<file path="src/hw/rtl/vmy_pkg.sv">
package vmy_pkg;
	localparam int unsigned MUL_OPS    = 7;
	localparam int unsigned DIV3_STEPS = 4;
	localparam int unsigned ROOT_STEPS = 32;
	localparam int unsigned GRAD_STEPS = 52;
	localparam int unsigned LANES      = 6;
	localparam logic [31:0] INV_SQRT3_Q32 = 32'd2479700525;
	localparam logic [17:0] DIV3_RECIP    = 18'd174763;

	localparam logic [1:0] CFG_YIELD_SHEAR = 2'd0;
	localparam logic [1:0] CFG_KIN_ENABLE  = 2'd1;
	localparam logic [1:0] CFG_ISO_ENABLE  = 2'd2;

	typedef struct packed {
		logic       load;
		logic       capture;
		logic       mul_go;
		logic [2:0] mul_idx;
		logic       div_start;
		logic       div_grad;
		logic [2:0] lane;
		logic       div_step;
		logic       div3_step;
		logic       div_write;
		logic [2:0] wr_lane;
		logic       root_init;
		logic       root_step;
		logic       yield_write;
		logic       out_load;
	} cmd_t;

	typedef struct packed {
		logic f_zero;
	} sts_t;
endpackage

</file>
<file path="src/hw/rtl/vmy_ctrl.sv">
module vmy_ctrl
	import vmy_pkg::*;
(
	input  logic clk,
	input  logic arst_n,
	input  logic in_valid,
	input  logic mode,
	output logic in_stall,
	input  logic out_stall,
	output logic out_valid,
	input  sts_t sts,
	output cmd_t cmd
);
	typedef enum logic [6:0] {
		C_IDLE = 7'b0000001,
		C_MUL  = 7'b0000010,
		C_DIV3 = 7'b0000100,
		C_ROOT = 7'b0001000,
		C_FIN  = 7'b0010000,
		C_GRAD = 7'b0100000,
		C_OUT  = 7'b1000000
	} cstate_t;

	cstate_t    state_q, state_d;
	logic [5:0] cnt_q, cnt_d;
	logic [2:0] lane_q, lane_d;
	logic       out_valid_q;

	always_comb begin
		cmd      = '0;
		state_d  = state_q;
		cnt_d    = cnt_q;
		lane_d   = lane_q;
		in_stall = 1'b1;
		unique case (state_q)
			C_IDLE: begin
				in_stall = 1'b0;
				if (in_valid) begin
					if (mode) begin
						cmd.capture = 1'b1;
						cnt_d       = '0;
						state_d     = C_MUL;
					end else begin
						cmd.load = 1'b1;
					end
				end
			end
			C_MUL: begin
				cnt_d = cnt_q + 6'd1;
				if (cnt_q < 6'(MUL_OPS)) begin
					cmd.mul_go  = 1'b1;
					cmd.mul_idx = cnt_q[2:0];
				end else begin
					cmd.div_start = 1'b1;
					cnt_d         = '0;
					state_d       = C_DIV3;
				end
			end
			C_DIV3: begin
				cmd.div3_step = 1'b1;
				cnt_d         = cnt_q + 6'd1;
				if (cnt_q == 6'(DIV3_STEPS - 1)) begin
					cnt_d   = '0;
					state_d = C_ROOT;
				end
			end
			C_ROOT: begin
				cnt_d = cnt_q + 6'd1;
				if (cnt_q == '0) begin
					cmd.root_init = 1'b1;
				end else begin
					cmd.root_step = 1'b1;
				end
				if (cnt_q == 6'(ROOT_STEPS)) begin
					cnt_d   = '0;
					state_d = C_FIN;
				end
			end
			C_FIN: begin
				cmd.yield_write = 1'b1;
				if (sts.f_zero) begin
					state_d = C_OUT;
				end else begin
					cmd.div_start = 1'b1;
					cmd.div_grad  = 1'b1;
					cmd.lane      = '0;
					lane_d        = '0;
					cnt_d         = 6'd1;
					state_d       = C_GRAD;
				end
			end
			C_GRAD: begin
				cnt_d = cnt_q + 6'd1;
				if (cnt_q == 6'(GRAD_STEPS + 1)) begin
					cmd.div_write = 1'b1;
					cmd.wr_lane   = lane_q;
					if (lane_q == 3'(LANES - 1)) begin
						state_d = C_OUT;
					end else begin
						cmd.div_start = 1'b1;
						cmd.div_grad  = 1'b1;
						cmd.lane      = lane_q + 3'd1;
						lane_d        = lane_q + 3'd1;
						cnt_d         = 6'd1;
					end
				end else begin
					cmd.div_step = 1'b1;
				end
			end
			C_OUT: begin
				if (!out_valid_q || !out_stall) begin
					cmd.out_load = 1'b1;
					state_d      = C_IDLE;
				end
			end
			default: state_d = C_IDLE;
		endcase
	end

	always_ff @(posedge clk or negedge arst_n) begin
		if (!arst_n) begin
			state_q     <= C_IDLE;
			cnt_q       <= '0;
			lane_q      <= '0;
			out_valid_q <= 1'b0;
		end else begin
			state_q <= state_d;
			cnt_q   <= cnt_d;
			lane_q  <= lane_d;
			priority if (cmd.out_load) begin
				out_valid_q <= 1'b1;
			end else if (!out_stall) begin
				out_valid_q <= 1'b0;
			end
		end
	end

	assign out_valid = out_valid_q;
endmodule

</file>
<file path="config.mk">
export PLATFORM = sky130hd
export DESIGN_NAME = vmy_ctrl
export DESIGN_NICKNAME = d
export VERILOG_FILES = /design/src/hw/rtl/vmy_pkg.sv /design/src/hw/rtl/vmy_ctrl.sv
export SDC_FILE = /design/constraint.sdc
export NUM_CORES = 1
export LEC_CHECK = 0
export BUFFER_PORTS_ARGS = -buffer_cell sky130_fd_sc_hd__buf_2
export CORE_MARGIN = 3
export CORE_UTILIZATION = 53
export DETAILED_ROUTE_END_ITERATION = 16
export PLACE_DENSITY = 0.89
export SLEW_MARGIN = 20
export SYNTH_ARGS = -nofsm -noshare
export SYNTH_HDL_FRONTEND = slang
export SYNTH_SLANG_ARGS = --single-unit
</file>
<file path="constraint.sdc">
create_clock -name clk -period 5.45 [get_ports clk]
set_clock_uncertainty 0.2 [all_clocks]
set_input_delay 1.635 -clock clk [delete_from_list [all_inputs] [get_ports clk]]
set_output_delay 1.635 -clock clk [all_outputs]
set_load 0.05 [all_outputs]
</file>
# == Yosys cells after proc, flatten, opt, wreduce, memory -nomap -nowiden ==
# Index checks and enable logic that the tools add are counted.
# classes
n_reduce_logical,9
n_eq_ne,22
n_addsub,2
mux,49
n_lt_le_gt_ge,1
# op_table
cell,count
two-way mux 7 bit,9
one-hot mux 7 bit (7 select lines),1
two-way mux 6 bit,8
one-hot mux 6 bit (6 select lines),1
inequality test 2 bit (second input constant),10
two-way mux 4 bit,4
two-way mux 5 bit,3
two-way mux 1 bit,14
equality test 6 bit (second input constant),2
two-way mux 3 bit,3
one-hot mux 4 bit (2 select lines),1
AND reduction 4 bit,2
AND reduction 8 bit,1
equality test 7 x 1 -> 1 bit (second input constant),1
equality test 7 x 2 -> 1 bit (second input constant),1
equality test 7 x 3 -> 1 bit (second input constant),1
equality test 7 x 4 -> 1 bit (second input constant),1
equality test 7 x 5 -> 1 bit (second input constant),1
equality test 7 x 6 -> 1 bit (second input constant),1
equality test 7 bit (second input constant),1
adder 6 x 1 -> 6 bit (second input constant),1
equality test 6 x 2 -> 1 bit (second input constant),1
zero test 6 bit,1
less-than comparator 6 x 3 -> 1 bit (second input constant),1
10 further kinds,13
# word_totals
register_bits,17
out_inout_bits,23
elab_cells,87

# == Depth between registers and ports, before layout ==
# Gate-level depths: netlist of the first run.
# depth
word_depth,5
ltp_mapped,7

# == Worst setup path after synthesis of the first run ==
# No wires, ideal clock.
# synth_timing
path_type,in2out
start,input mode
end,output cmd[20] in the netlist's numbering
cell_stages,1
slack_ns,0.822
path_buffers,0
arrival_ns,2.793
required_time_ns,3.615
cell_sequence,nor3b_1
# synth_via
elab_chain_len,3
# synth_lines
element,line,rtl
from (decl),vmy_ctrl.sv:7,"input logic mode,"
two-way mux 1 bit,vmy_ctrl.sv:39,if (mode) begin
two-way mux 2 bit,vmy_ctrl.sv:38,if (in_valid) begin
two-way mux 2 bit,vmy_ctrl.sv:35,unique case (state_q)
to (decl),vmy_ctrl.sv:12,output cmd_t cmd
# No other way between the ends.

==> reports/qor.csv, run 1 <==
metric,value,unit
Switching Share,49.47,%
outcome,"complete, no violations",
"most common cell after layout, fill and taps aside",buf_2,
Hold Crit Depth,1,
Static Leak,0.0007299,uW
Netlist cell types,45,
initial drt markers,42,
Worst Tran Pin Value,0.6082,ns
class of the worst hold path,register to register,
Flop pwr share,34.7,%
nets,193,
Setup TNS,0,ns
Via Count,1285,
Logic pwr share,51.9,%
Avg Inst Size Synth,8.372,um2
Mapped Nets,163,
ys async rst share,100.0,%
yosys warns,0,
startpoint types,primary input,
Internal Pwr Total,266.0,uW
fin crit share,78.63,%
main flop type after synthesis,dfrtp_1,
"slowest stage delay, CP",0.27,ns
CTS buffer count,3,
dpl hpwl,2.548,mm
IO Port Bufs,28,
Die Y,55,um
Routed Antenna Nets,0,
crit-path max FO,5,
Remaining DRCs,0,
PD cells,363.0,nW/um2
Ports,29,
CP endpoint kind,output pin,
Net Sw Power,260.4,uW
CTS tree,done,
register area share after synthesis,33.53,%
Max Clk Rate,233.3,MHz
CP dominant cell by count,buf_2,
grt total ovfl,0,
Initial DRT Pass Iterations,4,
Initial Util,56.44,%
Min Hold Slack,0.3718,ns
Total GRT Usage,24.25,%
postcts setup bufs,0,
Synth Instances,152,
most frequent cells in the layout,"buf_2 (28), nor2_1 (19), dfrtp_1 (16)",
clock share of power,13.5,%
row count,17,
post-layout min period,4.285,ns
buffer depth of the longest clock path,2,
"EDFF count, synth",0,
worst skew pair latency,0.30,ns
# diodes,0,
pin count of the biggest net entering global routing,18,
Wirelength per Cell,16.20,um
Layout Area Growth over Synthesis,13.96,%
CTS root buf,clkbuf_4,
R2R depth,7,
CP max-delay cell,a32o_1,
Final Hold Fails,0,
global-route wire length before repair,5.257,mm
Placer Congestion,0.8569,
post-cts resize count,0,
number of vias per cell,6.148,
Slew Limit Headroom,59.08,%
Core Box Area,2255,um2
unrepaired setup endpoints after global routing,false,
CP required,3.62,ns
vias in the first global route,1167,
CTS Sinks,17,
Clock Pin Slew Worst Setup and Hold Paths,0.10,ns
hold bufs inserted after CTS,0,
Final Slew Violations,0,
# setup viols final,0,
Mapped Area,1272,um2
Detailed Route WL,3.386,mm
share of layout cells above drive strength 1,22.65,%
Max rail drop VDD,0.0002096,V
CP cell instances,"buf_2, inv_1, a32o_1, o21bai_1, buf_2",
WS Path Type,primary input to output pin,
die area,3025,um2
Synth Register Bits,17,
die width,55,um
H-tree Lvls,1,
initial antenna violation count,0,
MaxCap Viol Count,0,
CP arrival,2.45,ns
-- flip-flops by register name, indices dropped and copies added (netlist names) --
name and cells:
lane_q 3, out_valid 1, state_q 7, cnt_q 6
-- kinds of logic after synthesis --
family / count (synthesis) / synth area share [%]
buffers and inverters: 17 / 5.998
XOR/XNOR: 2 / 1.377
flip-flops: 17 / 33.53
multiplexers: 1 / 0.7867
AO/OA/AOI/OAI: 40 / 23.50
adder cells (fa/ha/maj): 5 / 4.916
AND/OR/NAND/NOR: 70 / 29.89
-- path summary, 6_finish.rpt --
| check | slack [ns] | from | to |
|---|---|---|---|
| max | 1.16 | sts | cmd[14] |
| min | 0.37 | lane_q[0]$_DFFE_PN0P_ | lane_q[0]$_DFFE_PN0P_ |
| max reg2reg | 3.00 | cnt_q[0]$_DFFE_PN0P_ | cnt_q[0]$_DFFE_PN0P_ |
| min reg2reg | 0.37 | lane_q[0]$_DFFE_PN0P_ | lane_q[0]$_DFFE_PN0P_ |
| max in group asynchronous | 3.68 | arst_n | state_q[0]$_DFFE_PN1P_ |
| min in group asynchronous | 1.05 | arst_n | cnt_q[4]$_DFFE_PN0P_ |
-- cells in the mapped netlist (all sizes together), types with 2 or more instances --
master / n / share of area, %
a32o: 2 / 1.6
nand3: 7 / 2.8
and3: 3 / 1.5
nor3: 5 / 2.4
nor2b: 5 / 2.5
a21oi: 5 / 2.0
inv: 13 / 3.8
nor4: 5 / 2.5
ha: 5 / 4.9
o21a: 2 / 1.2
o21ai: 12 / 4.7
buf: 3 / 1.9
nand2: 11 / 3.2
o22ai: 9 / 4.9
dfrtp: 16 / 31
nand4: 4 / 2.9
nor2: 19 / 5.6
nor3b: 2 / 1.2
and2: 5 / 2.6
-- per-layer routing --
layer | vias up | global-route usage, % | wire [um]
li1 | 615 | - | -
met1 | 621 | 29.78 | 1482
met2 | 42 | 43.11 | 1689
met3 | 7 | 3.217 | 163
met4 | 0 | 8.502 | 51
met5 | - | 0 | 0
-- per-stage QoR --
stage | total power [uW] | instances | area [um2] | setup WS, ns | utilization [%]
6_report | 526.4 | 209 | 1450 | 1.165 | 64.32
4_1_cts | 522.0 | 209 | 1450 | 1.166 | 64.32
3_3_place_gp | 437.0 | 205 | 1424 | 1.192 | 63.15
5_1_grt | 561.2 | 209 | 1450 | 1.078 | 64.32
3_5_place_dp | 452.4 | 205 | 1424 | 1.169 | 63.15
2_1_floorplan | 387.0 | 152 | 1272 | 0.8220 | -
-- power by group through the flow --
stage | Combinational [uW] | Sequential, uW | Clock [uW]
final | 273 | 182 | 71.0
after global routing | 299 | 187 | 75.0
after CTS | 270 | 181 | 70.3
after detailed placement | 268 | 184 | 0
after global placement | 255 | 182 | 0
after floorplan | 212 | 176 | 0
-- worst max-delay path: cells and delay by family --
kind / cells / cell delay (ns)
compound gates: 2 / 0.44
buf+inv: 3 / 0.37
-- final cells by class --
type / count / area (um2)
repair buffers: 28 / 140.1
inverters: 14 / 52.55
flip-flops and latches: 17 / 426.7
multi-input cells: 118 / 769.5
well taps: 28 / 35.03
fillers: 192 / 804.5
clock buffers: 4 / 26.28
(Power assumes the default switching activity.)
==> inputs of run 2 (changes only) <==
Settings changed: CORE_UTILIZATION 53 to 48, PLACE_DENSITY 0.89 to 0.85.
Clock period 5.45 ns to 3.9 ns, I/O delays scaled along.
==> reports/qor.csv, run 2 (synthesis gave the netlist of run 1 again) <==
metric,value,unit,change
Die Y,57.49,um,+4.5%
Initial DRT Pass Iterations,4,,unchanged
Setup TNS,0,ns,unchanged
Final Slew Violations,0,,unchanged
# diodes,0,,unchanged
MaxCap Viol Count,0,,unchanged
H-tree Lvls,1,,unchanged
WS Path Type,register to output pin,,
largest registers,"state_q: 7 flops, cnt_q: 6 flops, lane_q: 3 flops",,
most frequent cells in the layout,"buf_2 (28), nor2_1 (19), dfrtp_1 (16)",,
startpoint types,register,,
post-layout min period,3.555,ns,
dpl hpwl,2.350,mm,-7.7%
CP required,2.53,ns,-1.09 ns
vias in the first global route,1211,,+3.8%
buffer depth of the longest clock path,2,,unchanged
Slew Limit Headroom,58.18,%,-0.90 points
worst skew pair latency,0.29,ns,about the same
Clock Pin Slew Worst Setup and Hold Paths,0.10,ns,about the same
CTS Sinks,17,,unchanged
Placed Instance Area,1431,um2,+0.53%
outcome,"complete, no violations",,
class of the worst hold path,register to register,,
CP max-delay cell,dfrtp_1,,
Total GRT Usage,19.07,%,-5.2 points
crit-path max FO,7,,+2
PD cells,495.8,nW/um2,+37%
IO Port Bufs,28,,unchanged
Max rail drop VDD,0.0004768,V,+130%
CTS root buf,clkbuf_4,,
grt total ovfl,0,,unchanged
CP cell instances,"ha_1, a2111oi_4, nand4_2, nor2_1, buf_2",,
share of layout cells above drive strength 1,23.76,%,+1.1 points
largest register by flop count,state_q,,
Static Leak,0.0007326,uW,+0.37%
Final Hold Fails,0,,unchanged
"most common cell after layout, fill and taps aside",buf_2,,
global-route wire length before repair,5.099,mm,-3.0%
# setup viols final,0,,unchanged
Remaining DRCs,0,,unchanged
initial drt markers,44,,+4.8%
Ports,29,,unchanged
CP endpoint kind,output pin,,
Layout Area Growth over Synthesis,15.04,%,
Initial Util,50.90,%,-5.5 points
fin crit share,91.16,%,
CP arrival,2.19,ns,-0.26 ns
post-route cell area,1464,um2,+0.95%
postcts setup bufs,0,,unchanged
"slowest stage delay, CP",0.44,ns,+0.17 ns
Placer Congestion,0.8361,,-2.4%
Routed Antenna Nets,0,,unchanged
number of vias per cell,5.972,,-2.9%
Core Box Area,2500,um2,+11%
max reg flops,7,,unchanged
row count,18,,+1
die width,57.49,um,+4.5%
CTS buffer count,3,,unchanged
Wirelength per Cell,14.05,um,-13%
initial antenna violation count,0,,unchanged
CTS tree,done,,
unrepaired setup endpoints after global routing,false,,
Detailed Route WL,2.965,mm,-12%
pin count of the biggest net entering global routing,18,,unchanged
nets,193,,unchanged
die area,3305,um2,+9.2%
Max Clk Rate,281.3,MHz,
Via Count,1260,,-1.9%
Worst Tran Pin Value,0.6215,ns,+0.01331 ns
-- run 2: cell counts in the layout (fill, tap and decap cells not counted) --
No cell type changed its count.
-- run 2: cell type report --
cell class              instances  area (um2)
inverters                      14       52.55
clock buffers                   4       26.28
fillers                       227        1036
well taps                      30       37.54
multi-input cells             118       780.7
repair buffers                 28       140.1
flip-flops and latches         17       426.7
-- run 2: worst paths after layout --
kind,slack [ns],cells after the start,start,to
worst min register to register,0.38,1,lane_q[0]$_DFFE_PN0P_,lane_q[0]$_DFFE_PN0P_
min in group asynchronous,0.58,1,arst_n,state_q[5]$_DFFE_PN0P_
worst max-delay path,0.34,5,cnt_q[0]$_DFFE_PN0P_,cmd[17]
worst min-delay path,0.38,1,lane_q[0]$_DFFE_PN0P_,lane_q[0]$_DFFE_PN0P_
max in group asynchronous,2.60,1,arst_n,state_q[0]$_DFFE_PN1P_
worst max register to register,1.50,7,cnt_q[0]$_DFFE_PN0P_,cnt_q[0]$_DFFE_PN0P_
-- run 2: per-layer routing --
metal,track usage [%],wire length [um]
met1,22.49,1221
met4,4.967,39
met3,4.977,202
met2,34.03,1502
met5,0,0
-- run 2: repair_timing --
item | in CTS | in global routing
endpoints found under the setup margin | 0 | 1
gates resized for setup | 0 | 1
hold buffers | 0 | 0
-- run 2: worst max-delay path, delay by kind of cell, from the launching register on --
| kind | cells | cell delay, ns |
|---|---|---|
| buf+inv | 1 | 0.27 |
| compound gates | 1 | 0.44 |
| flops | 1 | 0.44 |
| fa+ha+maj | 1 | 0.31 |
| simple gates | 2 | 0.42 |
-- run 2: stage by stage --
step | setup WS [ns] | cells | hold slack, ns | util, % | power [uW]
finish | 0.3447 | 211 | 0.3787 | 58.56 | 725.8
global route | 0.1338 | 211 | 0.4192 | 58.56 | 784.9
CTS | 0.2555 | 211 | 0.3819 | 58.31 | 723.3
detailed placement | 0.5458 | 207 | 0.3699 | 57.26 | 625.5
global placement | 0.5616 | 207 | 0.3499 | 57.26 | 617.1
floorplan | 0.03056 | 152 | 0.3146 | - | 542.9
-- run 2: power breakdown --
part	internal (uW)	switching (uW)	total [uW]
Combinational	123	251	374
Sequential	211	45.4	257
Clock	39.8	55.6	95.4
==> inputs of run 3 (changes only) <==
Settings changed: ABC_AREA set to 1, CORE_UTILIZATION 48 to 50, PLACE_DENSITY 0.85 to 0.86.
==> reports/qor.csv, run 3 <==
metric,value,unit,change
CTS buffer count,3,,unchanged
Yosys top cell area share,26.69,%,-4.8 points
MaxCap Viol Count,0,,unchanged
pre-CTS WS,0.6128,ns,+0.06695 ns
Slew Limit Headroom,72.70,%,+15 points
post-cts resize count,0,,unchanged
Mapped Area,1500,um2,+18%
Placer Congestion,0.8150,,-2.5%
XOR/XNOR share of the synthesized area,0.5838,%,-0.79 points
ys async rst share,100.0,%,unchanged
register area share after synthesis,28.44,%,-5.1 points
Internal Pwr Total,318.0,uW,-15%
yosys warns,0,,unchanged
global-route wire length before repair,5.464,mm,+7.2%
Logic pwr share,49.1,%,-2.4 points
Flop pwr share,34.5,%,-0.9 points
Post-Synth Adder-Cell Area,4.170,%,-0.75 points
CTS tree,done,,
CP required,2.53,ns,about the same
IO Port Bufs,28,,unchanged
Synth Register Bits,17,,unchanged
initial drt markers,61,,+39%
"most common cell after layout, fill and taps aside",nand2_1,,
Simple-Gate Fraction of Synth Area,49.96,%,+20 points
share of layout cells above drive strength 1,29.20,%,+5.4 points
largest register by flop count,state_q,,
clock share of power,16.4,%,+3.3 points
Synth Instances,220,,+45%
"Core Util, Final",60.39,%,+1.8 points
compound-cell area share of the yosys netlist,7.840,%,-16 points
postcts setup bufs,0,,unchanged
Net Sw Power,305.7,uW,-13%
CP endpoint kind,output pin,,
Final Slew Violations,0,,unchanged
class of the worst hold path,register to register,,
startpoint types,register,,
multiplexer area fraction after synthesis,0,%,-0.79 points
Wirelength per Cell,11.88,um,-15%
Routed Antenna Nets,0,,unchanged
Mapped Nets,231,,+42%
die width,60.78,um,+5.7%
# setup viols final,0,,unchanged
Switching Share,49.02,%,+0.57 points
outcome,"complete, no violations",,
Max Clk Rate,300.4,MHz,+6.8%
Avg Inst Size Synth,6.819,um2,-19%
Via Count,1451,,+15%
Die Y,60.78,um,+5.7%
H-tree Lvls,1,,unchanged
Netlist cell types,32,,-29%
Clock Pin Slew Worst Setup and Hold Paths,0.11,ns,about the same
R2R Setup Slk,1.99,ns,+0.49 ns
hold bufs inserted after CTS,0,,unchanged
most frequent cells in the layout,"nand2_1 (52), nor2_1 (33), buf_2 (28)",,
dpl hpwl,2.617,mm,+11%
worst skew pair latency,0.30,ns,about the same
number of vias per cell,5.164,,-14%
row count,19,,+1
largest registers,"state_q: 7 flops, cnt_q: 6 flops, lane_q: 3 flops",,
vias in the first global route,1230,,+1.6%
"EDFF count, synth",0,,unchanged
buffer depth of the longest clock path,2,,unchanged
Max rail drop VDD,0.0001265,V,-73%
pin count of the biggest net entering global routing,18,,unchanged
Remaining DRCs,0,,unchanged
main flop type after synthesis,dfrtp_1,,
Initial Util,53.48,%,+2.6 points
PD cells,368.2,nW/um2,-26%
grt total ovfl,0,,unchanged
Initial DRT Pass Iterations,4,,unchanged
most numerous cell in the Yosys netlist,nand2_1,,
Total GRT Usage,19.51,%,+0.44 points
WS Path Type,register to output pin,,
crit-path max FO,7,,unchanged
nets,262,,+36%
Ports,29,,unchanged
main combinational cell family by area after synthesis,simple AND/OR/NAND/NOR gates,,
dominant cell type by area after synthesis,dfrtp_1,,
Final Hold Fails,0,,unchanged
post-layout min period,3.329,ns,-0.2260 ns
CTS root buf,clkbuf_4,,
initial antenna violation count,0,,unchanged
Worst Tran Pin Value,0.4095,ns,-0.2120 ns
Layout Area Growth over Synthesis,12.93,%,
synth cell count leaders,"nand2_1 (52), nor2_1 (33), inv_1 (25), nand3_1 (22), dfrtp_1 (16)",,
CP arrival,1.96,ns,-0.23 ns
max reg flops,7,,unchanged
Setup TNS,0,ns,unchanged
Detailed Route WL,3.338,mm,+13%
fin crit share,85.37,%,-5.8 points
die area,3694,um2,+12%
# diodes,0,,unchanged
setup ws final,0.5707,ns,+0.2260 ns
synth top area cells,"dfrtp_1 (27%), nand2_1 (13%), nor2_1 (8.3%)",,
Core Box Area,2805,um2,+12%
CTS Sinks,17,,unchanged
Static Leak,0.0009930,uW,+36%
unrepaired setup endpoints after global routing,false,,
## run 3: power groups by stage
stage               Combinational, uW  Clock (uW)  Sequential (uW)
floorplan                         244           0              214
global placement                  298           0              217
detailed placement                305           0              219
CTS                               307         105              215
global route                      339         114              218
finish                            306         102              215
## run 3: worst paths after layout
path,from,to,cells after the start
worst max-delay path,cnt_q[1]$_DFFE_PN0P_,cmd[13],9
min in group asynchronous,arst_n,state_q[2]$_DFFE_PN0P_,1
worst min-delay path,out_valid$_DFFE_PN0P_,out_valid$_DFFE_PN0P_,2
worst max register to register,cnt_q[0]$_DFFE_PN0P_,state_q[5]$_DFFE_PN0P_,9
max in group asynchronous,arst_n,state_q[0]$_DFFE_PN1P_,1
worst min register to register,out_valid$_DFFE_PN0P_,out_valid$_DFFE_PN0P_,2
## run 3: area by class of cell
type | instances | area, um2
Clock inverter | 1 | 5.005
Timing Repair Buffer | 28 | 140.1
Multi-Input combinational cell | 169 | 938.4
Clock buffer | 3 | 22.52
Inverter | 32 | 122.6
Sequential cell | 17 | 426.7
Fill cell | 261 | 1111
Tap cell | 31 | 38.79
## run 3: worst max-delay path, cell delays in order (launching register included)
cell and delay [ns]:
dfrtp_1 0.44, inv_1 0.13, ha_1 0.20, nand3_4 0.11
nor2_8 0.15, inv_4 0.07, nor2_8 0.12, nand2_4 0.07
nand2_4 0.10, buf_2 0.27
## run 3: per-layer routing
metal	track usage, %	vias to the layer above	wire, um
met1	25.91	646	1504
met3	2.766	5	181
met2	33.28	47	1618
li1	-	753	-
met5	0	-	0
met4	4.954	0	33
## run 3: cell families (layout without fill, tap and decap cells)
kind of cell,count (synthesis),count (layout)
flip-flops,17,17
AO/OA/AOI/OAI,20,20
buffers and inverters,34,64
AND/OR/NAND/NOR,143,143
adder cells (fa/ha/maj),5,5
XOR/XNOR,1,1
## run 3: per-stage QoR
stage | total power (uW) | area, um2 | hold slack (ns) | instances
2_1_floorplan | 457.2 | 1500 | 0.3040 | 220
4_1_cts | 627.1 | 1694 | 0.3308 | 281
3_3_place_gp | 515.3 | 1667 | 0.2975 | 277
5_1_grt | 671.1 | 1694 | 0.4024 | 281
6_report | 623.7 | 1694 | 0.3270 | 281
3_5_place_dp | 524.0 | 1667 | 0.3038 | 277
